### config.mk
export PLATFORM = sky130hd
export DESIGN_NAME = gbte_front_flat
export DESIGN_NICKNAME = d
export VERILOG_FILES = /design/src/rtl/gbte_pkg.sv /design/src/rtl/gbte_in_if.sv /design/src/rtl/gbte_front.sv /design/src/flat_wrapper.sv
export SDC_FILE = /design/constraint.sdc
export NUM_CORES = 1
export LEC_CHECK = 0
export BUFFER_PORTS_ARGS = -buffer_cell sky130_fd_sc_hd__buf_2
export CORE_MARGIN = 1.5
export CORE_UTILIZATION = 40
export DETAILED_ROUTE_END_ITERATION = 10
export PLACE_DENSITY = 0.66
export SLEW_MARGIN = 10
export SYNTH_ARGS = -nofsm -noshare
export SYNTH_HDL_FRONTEND = slang
export SYNTH_SLANG_ARGS = --single-unit
### constraint.sdc
create_clock -name clk -period 1.85 [get_ports clk]
set_clock_uncertainty 0.05 [all_clocks]
set_input_delay 0.4625 -clock clk [delete_from_list [all_inputs] [get_ports clk]]
set_output_delay 0.4625 -clock clk [all_outputs]
set_load 0.01 [all_outputs]
### src/rtl/gbte_pkg.sv
// ----------------------------------------------------------------------------
// gbte_pkg: shared types and constants for the gap buffer text editor
// Field widths, operation codes and the command word passed from front to back.
// ----------------------------------------------------------------------------
package gbte_pkg;

    localparam int MODE_W  = 2;
    localparam int CHAR_W  = 8;
    localparam int COUNT_W = 13;

    typedef enum logic [MODE_W-1:0] {
        OP_INSERT = 2'd0,
        OP_DELETE = 2'd1,
        OP_LEFT   = 2'd2,
        OP_RIGHT  = 2'd3
    } op_t;

    typedef struct packed {
        op_t                op;
        logic [CHAR_W-1:0]  ch;
        logic [COUNT_W-1:0] count;
    } cmd_t;

endpackage

### src/rtl/gbte_in_if.sv
// ----------------------------------------------------------------------------
// gbte_in_if: input item channel
// Valid/ready handshake carrying one editor operation per item.
// ----------------------------------------------------------------------------
interface gbte_in_if
    import gbte_pkg::*;
();
    logic               valid;
    logic               ready;
    logic [MODE_W-1:0]  mode;
    logic [CHAR_W-1:0]  text_char;
    logic [COUNT_W-1:0] move_count;

    modport source (output valid, output mode, output text_char, output move_count,
                    input ready);
    modport sink   (input valid, input mode, input text_char, input move_count,
                    output ready);
endinterface

### src/rtl/gbte_front.sv
// ----------------------------------------------------------------------------
// gbte_front: input acceptance and command queue
// Decode each accepted item into a command and hold it in a two-entry queue.
// ----------------------------------------------------------------------------
module gbte_front
    import gbte_pkg::*;
(
    input  logic        clk,
    input  logic        rst_n,
    gbte_in_if.sink     in_ch,
    output logic        cmd_valid,
    output cmd_t        cmd,
    input  logic        cmd_pop
);

    cmd_t       q_reg [2];
    logic       wr_ptr_reg, wr_ptr_next;
    logic       rd_ptr_reg, rd_ptr_next;
    logic [1:0] fill_reg, fill_next;
    logic       push;
    cmd_t       dec;

    assign in_ch.ready = (fill_reg != 2'd2);
    assign push        = in_ch.valid && in_ch.ready;
    assign cmd_valid   = (fill_reg != 2'd0);
    assign cmd         = q_reg[rd_ptr_reg];

    // Classify the item by mode
    always_comb begin
        dec.ch    = in_ch.text_char;
        dec.count = in_ch.move_count;
        case (in_ch.mode)
            OP_INSERT: dec.op = OP_INSERT;
            OP_DELETE: dec.op = OP_DELETE;
            OP_LEFT:   dec.op = OP_LEFT;
            OP_RIGHT:  dec.op = OP_RIGHT;
            default:   dec.op = OP_INSERT;
        endcase
    end

    always_comb begin
        wr_ptr_next = wr_ptr_reg;
        rd_ptr_next = rd_ptr_reg;
        fill_next   = fill_reg;
        if (push) begin
            wr_ptr_next = ~wr_ptr_reg;
        end
        if (cmd_pop) begin
            rd_ptr_next = ~rd_ptr_reg;
        end
        if (push && !cmd_pop) begin
            fill_next = fill_reg + 2'd1;
        end else if (!push && cmd_pop) begin
            fill_next = fill_reg - 2'd1;
        end
    end

    always_ff @(posedge clk or negedge rst_n) begin
        if (!rst_n) begin
            wr_ptr_reg <= 1'b0;
            rd_ptr_reg <= 1'b0;
            fill_reg   <= 2'd0;
        end else begin
            wr_ptr_reg <= wr_ptr_next;
            rd_ptr_reg <= rd_ptr_next;
            fill_reg   <= fill_next;
        end
    end

    always_ff @(posedge clk) begin
        if (push) begin
            q_reg[wr_ptr_reg] <= dec;
        end
    end

endmodule

### src/flat_wrapper.sv
// flat-port wrapper written by rule: the top's interface ports become plain ports
module gbte_front_flat import gbte_pkg::*;
  (clk, rst_n, cmd_valid, cmd, cmd_pop, in_ch_valid, in_ch_mode, in_ch_text_char, in_ch_move_count, in_ch_ready);
  gbte_in_if in_ch_i ();
  input  logic clk;
  input  logic rst_n;
  output logic cmd_valid;
  output cmd_t cmd;
  input  logic cmd_pop;
  input wire logic [$bits(in_ch_i.valid)-1:0] in_ch_valid;
  input wire logic [$bits(in_ch_i.mode)-1:0] in_ch_mode;
  input wire logic [$bits(in_ch_i.text_char)-1:0] in_ch_text_char;
  input wire logic [$bits(in_ch_i.move_count)-1:0] in_ch_move_count;
  output wire logic [$bits(in_ch_i.ready)-1:0] in_ch_ready;
  assign in_ch_i.valid = in_ch_valid;
  assign in_ch_i.mode = in_ch_mode;
  assign in_ch_i.text_char = in_ch_text_char;
  assign in_ch_i.move_count = in_ch_move_count;
  assign in_ch_ready = in_ch_i.ready;
  gbte_front u_core (.clk(clk), .rst_n(rst_n), .in_ch(in_ch_i), .cmd_valid(cmd_valid), .cmd(cmd), .cmd_pop(cmd_pop));
endmodule
After elaboration in Yosys (flattened, before gate mapping)
Memory sizes are Yosys's and may differ from the RTL's. Cells that the tools add are included.

Bits in registers: 4. Bits in writable memories: 46. Input port bits: 27. Output and inout port bits: 25. Word-level logic and storage cells: 25. Memories kept: 1.

Memories: u_core.q_reg (words 2, bits a word 23, rd ports 1, clocked after memory_dff 0, wr ports 1, RTL line gbte_front.sv:16) `cmd_t q_reg [2];`.

$add $sub $neg: 2. Eq/ne operators: 4. Multiplexer cells: 5. Bitwise operators: 2. Reductions and logical operators: 8.

Operator list (count): 2-bit one-hot mux with 4 select lines (1); 2-bit == test (second input constant) (2); 2-bit two-way mux (2); 2-bit nonzero test (2); 1-bit logical AND (3); 2-bit by 1-bit adder with 2-bit output (second input constant) (1); 2-bit by 1-bit == test with 1-bit output (second input constant) (1); 1-bit logical NOT (2); 2-bit logical NOT (1); 1-bit two-way mux (2); 2-bit inequality test (second input constant) (1); 1-bit NOT (2); 2-bit by 1-bit subtractor with 2-bit output (second input constant) (1).

Depth between registers and ports, before layout
Depth after elaboration: 6. Depth in mapped cells: 7. Mapped depth without buffers: 7.

Worst setup path after synthesis
No wires, ideal clock.

Kind: reg-to-reg. Start: reg u_core.fill_reg[0]. End: mem u_core.q_reg[0][0] (netlist bit), enable pin. Library setup time: 0.403 ns. Data arrival time: 1.683 ns. Required time: 1.397 ns. Slack: -0.286 ns. Stages on the path, launching flop included: 4. Buffers on the path: 0. Clock period less this slack: 2.136 ns. Cell sequence: dfrtp_1 > nand2b_1 > nand2_1 > nor2_1.

Cells in the longest elaborated chain, start to end: 4.

Ends and longest elaborated chain: from (decl) (RTL line gbte_front.sv:19) `logic [1:0] fill_reg, fill_next;`; from (signal assigned) (RTL line gbte_front.sv:66) `fill_reg <= fill_next;`; 2-bit inequality test (RTL line gbte_front.sv:23) `assign in_ch.ready = (fill_reg != 2'd2);`; via in_ch_ready (RTL line flat_wrapper.sv:14) `output wire logic [$bits(in_ch_i.ready)-1:0] in_ch_ready;`; 1-bit logical AND (RTL line gbte_front.sv:24) `assign push = in_ch.valid && in_ch.ready;`; 1-bit two-way mux (RTL line gbte_front.sv:71) `if (push) begin`; 1-bit two-way mux (implied by the code) (RTL line gbte_front.sv:72) `q_reg[wr_ptr_reg] <= dec;`; to (decl) (RTL line gbte_front.sv:16).

The timed path passes the listed nets, and every way through them passes these cells.

==> impl_metrics.py <==
metrics = {
    "global_route": {
        "grt_pass1_wl_mm": 4.68,
        "grt_pass1_vias": 979,
        "grt_use_total": 0.123,
        "grt_max_degree": 18,
        "antenna_found_initial": 0,
        "overflow": 0,
    },
    "clock_network": {
        "cts_tree": "done",
        "cts_num_sinks": 50,
        "cts.clk_slew.worst_paths_ps": 80,
        "htree_levels": 2,
        "clock_path_buffers": 2,
        "clkLatencyLatePin_ps": 290,
        "root_buffer": "clkbuf_8",
        "cts_setup_buffers": 0,
        "numCtsBuffers": 5,
    },
    "run": {
        "maxCapViolations": 0,
    },
    "timing": {
        "fin_ws_ps": -23.8,
        "rsz0062_at_grt": "yes",
        "slew_viol_final": 0,
        "fin_hold_ws_ps": 302,
        "timing.final.crit_share": 1.01,
        "post-route-min-period_ps": 1870,
        "clock.fmax_ghz": 0.534,
        "relSlewSlack": 0.845,
        "tightest_slew_ps": 233,
        "setup_violations": 3,
        "hold_violations": 0,
    },
    "route": {
        "vias_per_cell": 4.42,
        "wl_per_cell_um": 14.0,
        "drtIter0Drc": 15,
        "routed_wl_mm": 3.07,
        "drtPass1Iterations": 2,
        "drc": 0,
        "vias": 968,
        "final_antenna_net_count": 0,
    },
    "final_layout": {
        "final_cell_count_no_fill": 219,
        "fillCellCount": 379,
        "drive_above_1_share": 0.586,
        "final_common_cell": "edfxtp_1",
        "syn2layout_area_growth_pct": 28.4,
        "largest_register_ffs": 46,
        "fin_nets": 180,
        "final_cell_mix": "edfxtp_1, buf_2, mux2_4",
        "diodes": 0,
    },
    "synthesis": {
        "yosys_register_bits": 50,
        "syn_area_sq_um": 1960,
        "postSynthAreaPerCell_sq_um": 21.4,
        "seq_area_frac_synth": 0.754,
        "yosysWarnings": 0,
        "syn_nets": 120,
        "synthCells": 92,
        "ys_types": 16,
    },
    "power": {
        "intPower_w": 0.00284,
        "pwr-share-seq": 0.425,
        "peakVddDrop_mv": 1.23,
        "combPwrFrac": 0.384,
        "p_sw_frac": 0.271,
        "p_sw_w": 0.00106,
        "p_leak_nw": 1.03,
        "clkPwrFrac": 0.192,
        "power_density_nw_per_um2": 1540,
    },
    "floorplan": {
        "die_w_um": 73.1,
        "dieArea_sq_um": 5340,
        "row_count": 25,
        "core_sq_um": 4720,
        "start_util": 0.416,
        "die_y_um": 73.1,
        "ioPinCount": 52,
    },
    "placement": {
        "post-dp-hpwl_mm": 2.25,
        "place_congestion": 0.661,
        "dpl_worst_slack_ps": 275,
        "dp.cells": 211,
        "port_buffers": 51,
    },
    "outcome": {
        "status": "finished, violations left",
        "violations": "setup timing",
    },
    "min_path": {
        "min_path_type": "in -> reg",
        "hold_depth": 1,
    },
    "worst_setup_path": {
        "rr_worst_depth": 6,
        "critPathKind": "reg -> out",
        "start_kind": "flop",
        "cp_max_fo": 17,
        "critPathRequiredTime_ps": 1340,
        "worst_setup_path_end_kind": "output port",
        "critical_path_arrival_ps": 1360,
    },
}
[logic make-up (layout without fill, tap and decap cells)]
kind of cell	count (synthesis)	after routing	share of synthesized area
adders and majority gates	1	1	0.00637
and+or+nand+nor	6	6	0.0153
muxes	23	23	0.168
buffers and inverters	7	67	0.0338
DFF	50	50	0.754
xor gates and xnor gates	5	5	0.0223
[critical path, stage by stage, from the launching register on]
cell,delay (ps)
dfrtp_1,390
buf_12,190
mux2_2,340
buf_2,140
[per-layer routing]
metal / up-vias / global-route usage / share of wire
li1: 460 / - / -
met4: 0 / 0.0440 / 0.016
met2: 38 / 0.209 / 0.51
met1: 464 / 0.140 / 0.41
met3: 6 / 0.0483 / 0.061
met5: - / 0 / 0
[power by group through the flow]
stage,registers (W),logic [W],clock network (W)
after floorplan,0.00165,0.000968,0
after global placement,0.00166,0.00129,0
after detailed placement,0.00168,0.00132,0
after CTS,0.00166,0.00149,0.000771
after global routing,0.00168,0.00160,0.000825
final,0.00165,0.00149,0.000746
[cell usage after synthesis, drive strengths merged]
master,number,area share
xor2,3,0.013
or2,1,0.0032
dfrtp,4,0.051
xnor2,2,0.0089
ha,1,0.0064
clkbuf,2,0.0038
inv,2,0.0038
nand2,1,0.0019
edfxtp,46,0.70
buf,3,0.026
mux2,23,0.17
nand2b,1,0.0032
nor2,2,0.0038
and3,1,0.0032
[final cells by class]
type / instances / area (sq um) / area share
multi-input cells: 35 / 427 / 0.169
clock inverters: 1 / 30.0 / 0.0119
clock buffers: 6 / 82.6 / 0.0327
flip-flops and latches: 50 / 1480 / 0.587
well taps: 67 / 83.8 / 0.0332
repair buffers: 58 / 410 / 0.163
inverters: 2 / 7.51 / 0.00298
[per-stage QoR]
step	area (sq um)	util	power [W]	setup TNS, ps
final	2520	0.534	0.00389	-51.7
after global routing	2520	0.534	0.00410	-1100
after detailed placement	2300	0.488	0.00300	0
after floorplan	1970	-	0.00261	0
after global placement	2300	0.488	0.00295	0
after CTS	2510	0.531	0.00392	-308
[path summary, 6_finish.rpt]
check / start / endpoint / slack (ps)
max reg2reg: u_core.fill_reg[0] / u_core.fill_reg[1] / 280
max: u_core.rd_ptr_reg / cmd[19] / -20
max in group asynchronous: rst_n / u_core.fill_reg[1] / 1180
min in group asynchronous: rst_n / u_core.wr_ptr_reg / 450
min reg2reg: u_core.fill_reg[1] / u_core.fill_reg[1] / 460
min: in_ch_text_char[2] / u_core.q_reg[1][15] / 300
[what timing repair did]
action,in CTS,in global routing
resized for setup,13,3
pin swaps,0,0
setup endpoints to repair,23,23
endpoints found under the hold margin,4,0
hold buffers,1,0
Power figures use the tool's default switching activity.
